**config.mk**
```make
export PLATFORM = sky130hd
export DESIGN_NAME = modular_exponentiation_top
export DESIGN_NICKNAME = d
export VERILOG_FILES = /design/src/hw/rtl/mexp_pkg.sv /design/src/hw/rtl/modular_exponentiation_top.sv /design/src/hw/rtl/mexp_cell.sv
export SDC_FILE = /design/constraint.sdc
export NUM_CORES = 2
export LEC_CHECK = 0
export BUFFER_PORTS_ARGS = -buffer_cell sky130_fd_sc_hd__clkbuf_2
export CAP_MARGIN = 20
export CORE_ASPECT_RATIO = 0.8
export CORE_UTILIZATION = 42
export CTS_CLUSTER_DIAMETER = 200
export DETAILED_ROUTE_END_ITERATION = 10
export GPL_TIMING_DRIVEN = 0
export HOLD_SLACK_MARGIN = 0.1
export PLACE_DENSITY_LB_ADDON = 0.3
export RECOVER_POWER = 25
export SETUP_SLACK_MARGIN = 0.15
export SLEW_MARGIN = 20
export SYNTH_ARGS = -nofsm -noshare
export SYNTH_HDL_FRONTEND = slang
export SYNTH_SLANG_ARGS = --single-unit
```
**constraint.sdc**
```tcl
create_clock -name clk -period 18.1 [get_ports clk]
set_clock_uncertainty 0.15 [all_clocks]
set_input_delay 1.81 -clock clk [delete_from_list [all_inputs] [get_ports clk]]
set_output_delay 1.81 -clock clk [all_outputs]
set_load 0.01 [all_outputs]
```
**src/hw/rtl/mexp_pkg.sv**
```systemverilog
package mexp_pkg;

  // Prime modulus and the width of a fully reduced residue.
  localparam int unsigned WORD_W = 30;
  localparam logic [WORD_W-1:0] PRIME = 30'd1000000007;

  // Each cell consumes one radix-4 digit of the multiplier operand.
  localparam int unsigned DIGIT_W = 2;
  localparam int unsigned NCELL = WORD_W / DIGIT_W;

  // Three times a residue needs 32 bits; a cell's partial sum stays below 7P.
  localparam int unsigned A3_W = 32;
  localparam int unsigned SUM_W = 33;

  // Base input width, and the number of chain passes that reduce it.
  localparam int unsigned BASE_W = 63;
  localparam int unsigned RED_PASSES = 3;
  localparam int unsigned RED_W = RED_PASSES * WORD_W;

  // Multiples of the prime used by the quotient selection in each cell.
  localparam int unsigned QMAX = 6;
  localparam logic [SUM_W-1:0] MULT_P [0:QMAX] = '{
    33'd0,
    33'd1000000007,
    33'd2000000014,
    33'd3000000021,
    33'd4000000028,
    33'd5000000035,
    33'd6000000042
  };

  // Job carried by a token through the chain.
  typedef enum logic [1:0] {
    TK_RED = 2'd0,
    TK_SQR = 2'd1,
    TK_MUL = 2'd2
  } tok_kind_t;

  // One token: running remainder, multiplicand (and its triple), and the
  // multiplier digits still to be consumed, most significant first.
  typedef struct packed {
    logic              valid;
    tok_kind_t         kind;
    logic [WORD_W-1:0] r;
    logic [WORD_W-1:0] a;
    logic [A3_W-1:0]   a3;
    logic [WORD_W-1:0] b;
  } token_t;

endpackage

```
**src/hw/rtl/modular_exponentiation_top.sv**
```systemverilog
// Channel   Direction  Signals                      Handshake
// request   in         base[62:0], exponent[62:0]   beat taken when start && !busy
// result    out        power_mod[29:0]              one-cycle beat marked by done
//
// A modular multiply runs through a row of 15 radix-4 cells, one cell per
// cycle. Base reduction takes 3 passes of the chain, each issued after the
// last has left it; each exponent bit then costs one pass (square and multiply
// share the chain when the bit is set), up to the highest set bit.
// Reset is synchronous and returns the block to idle with an empty chain.
// The result is shown for exactly one cycle; the receiver cannot stall it.
module modular_exponentiation_top #(
  parameter int EXPONENT_BITS = 63
) (
  input  logic                            clk,
  input  logic                            rst,
  input  logic                            start,
  output logic                            busy,
  input  logic [mexp_pkg::BASE_W-1:0]     base,
  input  logic [62:0]                     exponent,
  output logic                            done,
  output logic [mexp_pkg::WORD_W-1:0]     power_mod
);

  typedef enum logic [6:0] {
    ST_IDLE      = 7'b0000001,
    ST_RED_ISSUE = 7'b0000010,
    ST_RED_WAIT  = 7'b0000100,
    ST_SQR_ISSUE = 7'b0001000,
    ST_MUL_ISSUE = 7'b0010000,
    ST_WAIT      = 7'b0100000,
    ST_DONE      = 7'b1000000
  } state_t;

  state_t                          state;
  logic [EXPONENT_BITS-1:0]        e;
  logic [EXPONENT_BITS-1:0]        e_shr;
  logic [mexp_pkg::RED_W-1:0]      red_word;
  logic [1:0]                      red_left;
  logic [mexp_pkg::WORD_W-1:0]     bcur;
  logic [mexp_pkg::WORD_W-1:0]     acc;

  mexp_pkg::token_t                tok [0:mexp_pkg::NCELL];
  mexp_pkg::token_t                tok_last;
  logic [mexp_pkg::WORD_W-1:0]     feed_a;

  assign busy      = (state != ST_IDLE);
  assign done      = (state == ST_DONE);
  assign power_mod = acc;
  assign e_shr     = e >> 1;
  assign tok_last  = tok[mexp_pkg::NCELL];

  // Token fed into the first cell.
  always_comb begin
    tok[0] = '0;
    feed_a = '0;
    unique case (state)
      ST_RED_ISSUE: begin
        feed_a       = mexp_pkg::WORD_W'(1);
        tok[0].valid = 1'b1;
        tok[0].kind  = mexp_pkg::TK_RED;
        tok[0].r     = bcur;
        tok[0].b     = red_word[mexp_pkg::RED_W-1 -: mexp_pkg::WORD_W];
      end
      ST_SQR_ISSUE: begin
        feed_a       = bcur;
        tok[0].valid = 1'b1;
        tok[0].kind  = mexp_pkg::TK_SQR;
        tok[0].b     = bcur;
      end
      ST_MUL_ISSUE: begin
        feed_a       = acc;
        tok[0].valid = 1'b1;
        tok[0].kind  = mexp_pkg::TK_MUL;
        tok[0].b     = bcur;
      end
      default: begin
        feed_a = '0;
      end
    endcase
    tok[0].a  = feed_a;
    tok[0].a3 = {2'b00, feed_a} + {1'b0, feed_a, 1'b0};
  end

  // Row of reduction cells.
  for (genvar i = 0; i < mexp_pkg::NCELL; i++) begin : g_cell
    mexp_cell u_cell (
      .clk     (clk),
      .rst     (rst),
      .tok_in  (tok[i]),
      .tok_out (tok[i+1])
    );
  end

  // Sequencer: base reduction passes, then one square (and multiply) per bit.
  always_ff @(posedge clk) begin
    if (rst) begin
      state <= ST_IDLE;
    end else begin
      unique case (state)
        ST_IDLE: begin
          if (start) begin
            state <= ST_RED_ISSUE;
          end
        end
        ST_RED_ISSUE: begin
          state <= ST_RED_WAIT;
        end
        ST_RED_WAIT: begin
          if (tok_last.valid) begin
            if (red_left != 2'd1) begin
              state <= ST_RED_ISSUE;
            end else if (e == '0) begin
              state <= ST_DONE;
            end else begin
              state <= ST_SQR_ISSUE;
            end
          end
        end
        ST_SQR_ISSUE: begin
          state <= e[0] ? ST_MUL_ISSUE : ST_WAIT;
        end
        ST_MUL_ISSUE: begin
          state <= ST_WAIT;
        end
        ST_WAIT: begin
          if (tok_last.valid &&
              ((tok_last.kind == mexp_pkg::TK_MUL) || !e[0])) begin
            state <= (e_shr == '0) ? ST_DONE : ST_SQR_ISSUE;
          end
        end
        ST_DONE: begin
          state <= ST_IDLE;
        end
        default: begin
          state <= ST_IDLE;
        end
      endcase
    end
  end

  // Working values; none of them needs a reset.
  always_ff @(posedge clk) begin
    if ((state == ST_IDLE) && start) begin
      e        <= exponent[EXPONENT_BITS-1:0];
      red_word <= {{(mexp_pkg::RED_W-mexp_pkg::BASE_W){1'b0}}, base};
      red_left <= 2'(mexp_pkg::RED_PASSES);
      bcur     <= '0;
      acc      <= mexp_pkg::WORD_W'(1);
    end else if ((state == ST_RED_WAIT) && tok_last.valid) begin
      bcur     <= tok_last.r;
      red_word <= red_word << mexp_pkg::WORD_W;
      red_left <= red_left - 2'd1;
    end else if ((state == ST_WAIT) && tok_last.valid) begin
      if (tok_last.kind == mexp_pkg::TK_SQR) begin
        bcur <= tok_last.r;
      end else begin
        acc <= tok_last.r;
      end
      if ((tok_last.kind == mexp_pkg::TK_MUL) || !e[0]) begin
        e <= e_shr;
      end
    end
  end

  // A token only leaves the chain while the sequencer waits for it.
  a_tok_expected: assert property (@(posedge clk) disable iff (rst)
    tok_last.valid |-> ((state == ST_RED_WAIT) || (state == ST_WAIT)))
    else $error("token left the chain while none was expected");

  // The result is always a fully reduced residue.
  a_result_reduced: assert property (@(posedge clk) disable iff (rst)
    done |-> (power_mod < mexp_pkg::PRIME))
    else $error("result not reduced below the prime");

  // An accepted beat makes the block busy in the next cycle.
  a_busy_after_start: assert property (@(posedge clk) disable iff (rst)
    (start && !busy) |=> (busy && !done))
    else $error("accepted beat did not start the sequencer");

  // The result strobe lasts a single cycle.
  a_done_single: assert property (@(posedge clk) disable iff (rst)
    done |=> !done)
    else $error("result strobe held for more than one cycle");

endmodule

```
**src/hw/rtl/mexp_cell.sv**
```systemverilog
module mexp_cell (
  input  logic               clk,
  input  logic               rst,
  input  mexp_pkg::token_t   tok_in,
  output mexp_pkg::token_t   tok_out
);

  logic [mexp_pkg::DIGIT_W-1:0] digit;
  logic [mexp_pkg::SUM_W-1:0]   addend;
  logic [mexp_pkg::SUM_W-1:0]   sum;
  logic [2:0]                   q;
  logic [mexp_pkg::SUM_W-1:0]   diff;

  logic                         valid;
  mexp_pkg::tok_kind_t          kind;
  logic [mexp_pkg::WORD_W-1:0]  r;
  logic [mexp_pkg::WORD_W-1:0]  a;
  logic [mexp_pkg::A3_W-1:0]    a3;
  logic [mexp_pkg::WORD_W-1:0]  b;

  // Select the digit multiple of the multiplicand.
  always_comb begin
    digit = tok_in.b[mexp_pkg::WORD_W-1 -: mexp_pkg::DIGIT_W];
    case (digit)
      2'd0:    addend = '0;
      2'd1:    addend = {3'b000, tok_in.a};
      2'd2:    addend = {2'b00, tok_in.a, 1'b0};
      default: addend = {1'b0, tok_in.a3};
    endcase
  end

  // Shift in one radix-4 digit: 4r + d*a stays below 7P.
  assign sum = {1'b0, tok_in.r, 2'b00} + addend;

  // Pick the largest multiple of P not above the sum and take it off.
  always_comb begin
    q = '0;
    for (int k = 1; k <= int'(mexp_pkg::QMAX); k++) begin
      if (sum >= mexp_pkg::MULT_P[k]) begin
        q = 3'(k);
      end
    end
    diff = sum - mexp_pkg::MULT_P[q];
  end

  // Token register: only the valid flag needs a reset.
  always_ff @(posedge clk) begin
    if (rst) begin
      valid <= 1'b0;
    end else begin
      valid <= tok_in.valid;
    end
  end

  always_ff @(posedge clk) begin
    kind <= tok_in.kind;
    r    <= diff[mexp_pkg::WORD_W-1:0];
    a    <= tok_in.a;
    a3   <= tok_in.a3;
    b    <= {tok_in.b[mexp_pkg::WORD_W-mexp_pkg::DIGIT_W-1:0], {mexp_pkg::DIGIT_W{1'b0}}};
  end

  always_comb begin
    tok_out.valid = valid;
    tok_out.kind  = kind;
    tok_out.r     = r;
    tok_out.a     = a;
    tok_out.a3    = a3;
    tok_out.b     = b;
  end

endmodule
```
# Word-level counts from Yosys, hierarchy flattened
# Memory sizes are Yosys's and may differ from the RTL's.
# Cells that the tools add are included.
dict set report totals {
  register_bits 1795
  rom_bits 3960
  inputBits 129
  output_inout_bits 32
  elab_cells 497
  n_memories 15
}
dict set report classes {
  n_addsub 32
  magnitude_cmp 105
  eq_ne 45
  mux 156
  bitwise_logic 17
  reduce_logical 33
}
# memory words word_bits read_ports rd_ports_with_merged_regs wr line_no
set memory_table {}
lappend memory_table {{(name not given)} 8 33 1 0 0 mexp_cell.sv:43} ;# diff = sum - mexp_pkg::MULT_P[q];
lappend memory_table {{(name not given)} 8 33 1 0 0 mexp_cell.sv:43}
lappend memory_table {{(name not given)} 8 33 1 0 0 mexp_cell.sv:43}
lappend memory_table {{(name not given)} 8 33 1 0 0 mexp_cell.sv:43}
lappend memory_table {{(name not given)} 8 33 1 0 0 mexp_cell.sv:43}
lappend memory_table {{(name not given)} 8 33 1 0 0 mexp_cell.sv:43}
lappend memory_table {{+9 memories} n/a n/a n/a n/a n/a n/a}
# operator count
set ops {}
lappend ops {{32-bit one-hot mux with 3 select lines} 15}
lappend ops {{30-bit 2-to-1 mux} 34}
lappend ops {{33-bit by 32-bit greater-or-equal comparator with 1-bit output (second input constant)} 30}
lappend ops {{33-bit greater-or-equal comparator (second input constant)} 30}
lappend ops {{32-bit by 32-bit adder with 33-bit output} 15}
lappend ops {{33-bit by 30-bit greater-or-equal comparator with 1-bit output (second input constant)} 15}
lappend ops {{33-bit by 31-bit greater-or-equal comparator with 1-bit output (second input constant)} 15}
lappend ops {{30-bit subtractor} 15}
lappend ops {{63-bit 2-to-1 mux} 6}
lappend ops {{3-bit 2-to-1 mux} 45}
lappend ops {{63-bit logical NOT} 2}
lappend ops {{30-bit one-hot mux with 3 select lines} 1}
lappend ops {{4-bit greater-or-equal comparator (second input constant)} 15}
lappend ops {{2-bit 2-to-1 mux} 30}
lappend ops {{3-bit NOT with 4-bit output} 15}
lappend ops {{30-bit one-hot mux with 2 select lines} 1}
lappend ops {{7-bit 2-to-1 mux} 6}
lappend ops {{7-bit one-hot mux with 6 select lines} 1}
lappend ops {{30-bit by 31-bit adder with 32-bit output} 1}
lappend ops {{2-bit by 1-bit == test with 1-bit output (second input constant)} 16}
lappend ops {{2-bit == test (second input constant)} 16}
lappend ops {{2-bit logical NOT} 15}
lappend ops {{1-bit 2-to-1 mux} 15}
lappend ops {{2-bit nonzero test} 5}
lappend ops {{20 further kinds} 29}

# Depth between registers and ports, before layout
dict set report logic_depth {
  word_depth 18
  depth_mapped 54
  mapped_depth_nobuf 53
}

# Cells and area by module
# A second synthesis with hierarchy kept.
dict set report hier_totals {
  hier_cells 13861
  hier_area_um2 125744.3
}
# module instances cells_per_inst area_per_inst_um2 seq_area_each_um2
set by_module_without_submodules {}
lappend by_module_without_submodules {{mexp_cell at g_cell[12].u_cell ...} 10 859 7776.2 2462.4}
lappend by_module_without_submodules {{mexp_cell at g_cell[0].u_cell ...} 3 791 7238.2 2462.4}
lappend by_module_without_submodules {modular_exponentiation_top 1 1213 11204.5 5705.5}
lappend by_module_without_submodules {{mexp_cell at g_cell[9].u_cell} 1 854 7636.1 2462.4}
lappend by_module_without_submodules {{mexp_cell at g_cell[11].u_cell} 1 831 7427.1 2462.4}

# Worst setup path before layout
# No wires, ideal clock.
dict set report synth_timing {
  kind {register to register}
  startpoint {register state[6]}
  endpoint {register g_cell[0].u_cell.r[29] in the netlist's numbering}
  setup_ps 120
  arrival_time_ps 10799
  t_required_ps 17830
  slack_ps 7032
  stages_incl_launch_ff 50
  path_buffers 4
  synth_period_minus_slack_ps 11068
  cell_sequence {dfxtp_1 -> nor4_1 -> clkbuf_1 -> and3_1 -> clkbuf_1 -> clkbuf_1 -> a22oi_1 -> inv_1 -> ha_1 -> a21o_1 -> a21oi_1 -> o21bai_1 -> a21o_1 -> a2111oi_0 -> o31ai_1 -> a41oi_1 -> a21oi_1 -> a21o_1 -> [... 14 more ...] -> o21ai_0 -> ha_1 -> nand2_1 -> nand2_1 -> ha_1 -> nor2b_1 -> o21ai_0 -> a21oi_1 -> o21ai_0 -> a21boi_0 -> o311a_1 -> o31ai_1 -> a21oi_1 -> o211a_1 -> o211a_1 -> o41a_1 -> nor3b_1 -> a211o_1}
}
dict set report synth_between {
  elab_cells_between_ends 30
  classes_between {add/sub (3); order compare (6); eq/ne (5); mux (12); bitwise (1); reduce/logical (2); memory (1)}
}
# item line_no
set synth_rtl {}
lappend synth_rtl {{start: declaration} modular_exponentiation_top.sv:34} ;# state_t state;
lappend synth_rtl {{start signal: assignment} modular_exponentiation_top.sv:120} ;# state <= e[0] ? ST_MUL_ISSUE : ST_WAIT;
lappend synth_rtl {{start signal: assignment} modular_exponentiation_top.sv:128} ;# state <= (e_shr == '0) ? ST_DONE : ST_SQR_ISSUE;
lappend synth_rtl {{7-bit by 5-bit == test with 1-bit output (tied with other cells)} modular_exponentiation_top.sv:56} ;# unique case (state)
lappend synth_rtl {{30-bit one-hot mux with 3 select lines *} modular_exponentiation_top.sv:56}
lappend synth_rtl {{via feed_a (one bit)} modular_exponentiation_top.sv:44} ;# logic [mexp_pkg::WORD_W-1:0] feed_a;
lappend synth_rtl {{30-bit by 31-bit adder with 32-bit output} modular_exponentiation_top.sv:81} ;# tok[0].a3 = {2'b00, feed_a} + {1'b0, feed_a, 1'b0};
lappend synth_rtl {{32-bit one-hot mux with 3 select lines *} mexp_cell.sv:24} ;# case (digit)
lappend synth_rtl {{32-bit by 32-bit adder with 33-bit output *} mexp_cell.sv:33} ;# assign sum = {1'b0, tok_in.r, 2'b00} + addend;
lappend synth_rtl {{33-bit by 30-bit greater-or-equal comparator with 1-bit output} mexp_cell.sv:39} ;# if (sum >= mexp_pkg::MULT_P[k]) begin
lappend synth_rtl {{1-bit 2-to-1 mux} mexp_cell.sv:39}
lappend synth_rtl {{2-bit 2-to-1 mux (2 in series)} mexp_cell.sv:39}
lappend synth_rtl {{3-bit 2-to-1 mux (3 in series)} mexp_cell.sv:39}
lappend synth_rtl {{3-bit NOT with 4-bit output (implied by the code)} mexp_cell.sv:43}
lappend synth_rtl {{memory read 8 x 33 bit} n/a}
lappend synth_rtl {{30-bit 2-to-1 mux (implied by the code) (2 in series)} mexp_cell.sv:43}
lappend synth_rtl {{30-bit subtractor *} mexp_cell.sv:43}
lappend synth_rtl {{via g_cell[0].u_cell.diff (one bit)} mexp_cell.sv:12} ;# logic [mexp_pkg::SUM_W-1:0] diff;
lappend synth_rtl {{end signal: assignment} mexp_cell.sv:57} ;# r <= diff[mexp_pkg::WORD_W-1:0];
lappend synth_rtl {{end: declaration} mexp_cell.sv:16} ;# logic [mexp_pkg::WORD_W-1:0] r;
# Mark *: on every way through the listed nets, which the timed path passes. The rest lies on a longest branch. The select of a mux whose other input is x is not followed.
# A chain may end at the register's enable or synchronous reset.

# Worst setup path after layout
# Ends and elaborated chain as after synthesis.

==> results.md <==
- Hold_buf cts: 2
- Row Count: 165
- Arr. time, crit path: 14780 ps
- Most frequent CP cell: a21oi_1
- # setup viols final: 0
- Fin cells: 15700
- Ys flop type: dfxtp_1
- Switching Power: 4940 uW
- Sequential standard cell area: 36900 um2
- Crit start category: flip-flop
- GRT Util Overall: 23.8%
- Number of antenna violations at the first check in global routing: 7
- Syn_nets: 13100
- CP endpoint kind: flip-flop
- Nets: ~13000
- Multi-input logic area: 66200 um2
- Routed Antenna Nets: 0
- Vias: roughly 90000
- Post-synth ARST share: 0%
- Number of fill cells: 24300
- Top cell type's share of synthesized area: 31.0%
- Pins Over Slew Limit: 0
- Number of post-CTS setup repair buffers: 0
- Switching Fraction: 34.6%
- Post-synth cell types: 114
- CTS tree: yes
- H-tree Lvls: 4
- Outcome: finished, final reports clean
- Largest net degree at the start of global routing: 56
- Vias in the first global route: slightly above 80000
- DP HPWL: between 200000 and 300000 um
- Synthesis Warnings: 0
- Final count of hold timing violations: 0
- Post-synthesis instance total: 11900
- PD cells: 121 nW/um2
- Drt wl/cell: approximately 20 um
- Layout cell share with drive strength beyond 1: 8.93%
- Synth area leaders: dfxtp_1 31%, ha_1 12%, mux2_2 4.4%
- Die X: 566 um
- Clock Path Buffers: 4
- Placed instance count: approximately 15000
- Post-Syn Area per Cell: 8.96 um2
- Internal power: between 9000 and 10000 uW
- Post-Layout Inst Area: between 100000 and 150000 um2
- Post-CTS sizing: 0
- Hold WC Path Type: flip-flop to flip-flop
- Placed cell area: 112000 um2
- DRC viols: 0
- Synth area leader: dfxtp_1
- Vias per cell: around 5.8
- Drt total wl: 318000 um
- Synth-to-layout area growth: 10.6%
- Total gr overflow: 0
- Worst IR Drop VDD: 0.398 mV
- RSZ-0062 raised after global routing: false
- Initial Util: between 40% and 50%
- Clock transition at path regs: 70 ps
- Root buf cell: clkbuf_16
- Port Buffers: 159
- Critical Path RT: about 19000 ps
- DRT Pass-1 Iters: 7
- Rel. slew slack: between 20 and 25%
- TritonCTS Sinks: about 1800
- Slowest-stage cell, CP: nor4_1
- Final GP Congestion: 0.952
- P_leak: 0.0531 uW
- Cell area after synthesis: 107000 um2
- Seq pwr share: 32.5%
- Tcrit/Tclk final: 78.7%
- Logic pwr share: 39.9%
- Fmax: 70.2 MHz
- Core area: 253000 um2
- Crit path max fanout: 10
- Setup TNS: 0 ps
- DRT iter0 DRCs: 8589
- Worst slew pin tran: 1110 ps
- Io pins: 161
- Post-synth EDFFs: 126
- Crit path kind: flip-flop to flip-flop
- Die area: 256000 um2
- Post-synthesis sequential area ratio: 34.6%
- Clock Latency Late Sink: 880 ps
- Clock power frac: 27.7%
- Synthesis-stage register bit count: about 1800
- Die Span Y: 453 um
- Tmin final: roughly 14000 ps
- First-pass GRT wire length: slightly below 500000 um
- Crit-path max cell delay: just over 800 ps
- Max Cap Violations: 0
- Num CTS Buffers: 179
==> logic make-up after synthesis <==
family | count (synthesis) | share of synthesized area [%]
buf+inv | 977 | 3.46
xor+xnor | 668 | 5.49
mux | 489 | 5.07
compound gates | 3759 | 24.6
fa+ha+maj | 1020 | 12.2
flops | 1781 | 34.6
simple gates | 3226 | 14.6
==> sequential cells by signal (all words and copies together), names as in the netlist, 63 cells and up <==
register / cells
g_cell.u_cell.r: 450
g_cell.u_cell.a: 420
g_cell.u_cell.b: 210
g_cell.u_cell.a3: 434
red_word: 90
e: 63
==> Yosys cell counts (all sizes together), types with 112 or more instances <==
master  number
clkbuf     280
dfxtp     1655
o21a       189
inv        643
o21ai      607
nand2     1030
o211ai     122
a22o       446
mux2       418
nand3      215
xor2       228
and2       112
a31oi      135
nand2b     152
edfxtp     126
a21o       301
nor3       209
and3       193
xnor2      440
nor2       689
ha         989
a211oi     127
nor2b      174
a21oi      841
==> worst max-delay path, delay by kind of cell, from the launching register on <==
kind            cells  cell delay, ps
flops               1             340
buf+inv             6            2090
xor+xnor            1             600
simple gates        7            1740
compound gates     30            7840
fa+ha+maj           4            1350
==> per-stage QoR <==
| step | power, uW | util, % | worst slack (ps) | hold slack (ps) |
|---|---|---|---|---|
| floorplan | 9190 | - | 7030 | 160 |
| global placement | 10300 | 44.2 | 4070 | 160 |
| detailed placement | 10300 | 44.3 | 4170 | 162 |
| CTS | 14300 | 46.7 | 4060 | 108 |
| global route | 15200 | 46.7 | 2940 | 108 |
| finish | 14300 | 46.7 | 3860 | 115 |
==> path summary, 6_finish.rpt <==
kind,from,to,slack [ps],cells past startpoint
setup / recovery,state[6]$_SDFFE_PP0P_,g_cell[0].u_cell.r[29]$_DFF_P_,3860,48
setup reg to reg,state[6]$_SDFFE_PP0P_,g_cell[0].u_cell.r[29]$_DFF_P_,3860,48
hold / removal,g_cell[10].u_cell.b[27]$_DFF_P_,g_cell[11].u_cell.b[29]$_DFF_P_,110,0
hold reg to reg,g_cell[10].u_cell.b[27]$_DFF_P_,g_cell[11].u_cell.b[29]$_DFF_P_,110,0
==> layer usage <==
| layer | vias to the layer above | wire (um) | GRT usage [%] |
|---|---|---|---|
| li1 | 44600 | - | - |
| met1 | 43000 | 162000 | 36.7 |
| met2 | 2658 | 128000 | 34.4 |
| met3 | 352 | 21100 | 3.11 |
| met4 | 4 | 7270 | 5.50 |
| met5 | - | 34 | 0 |
==> power groups by stage <==
stage	Sequential (uW)	Combinational, uW	Clock (uW)
floorplan	4650	4530	0
global placement	4730	5560	0
detailed placement	4720	5600	0
CTS	4630	5660	4010
global route	4660	6370	4170
finish	4640	5690	3950
==> placed cells by master, fill, tap and decap left out, drive strengths merged, types with 112 or more instances in the layout <==
cell    instances
a211oi        127
a21o          301
a21oi         841
a22o          446
a31oi         135
and2          112
and3          193
clkbuf        669
dfxtp        1655
edfxtp        126
ha            989
inv           660
mux2          418
nand2        1030
nand2b        152
nand3         215
nor2          689
nor2b         174
nor3          209
o211ai        122
o21a          189
o21ai         607
xnor2         440
xor2          228
==> final cells by class <==
class                           instances  area share [%]
Sequential cell                      1781            31.3
Tap cell                             3340            3.54
Buffer                                331            1.08
Antenna cell                            7          0.0148
Inverter                              646            2.05
Clock buffer                          230            4.26
Clock inverter                         89           0.986
Multi-Input combinational cell       9162            56.1
Timing Repair Buffer                  163           0.737
Power figures use the tool's default switching activity.
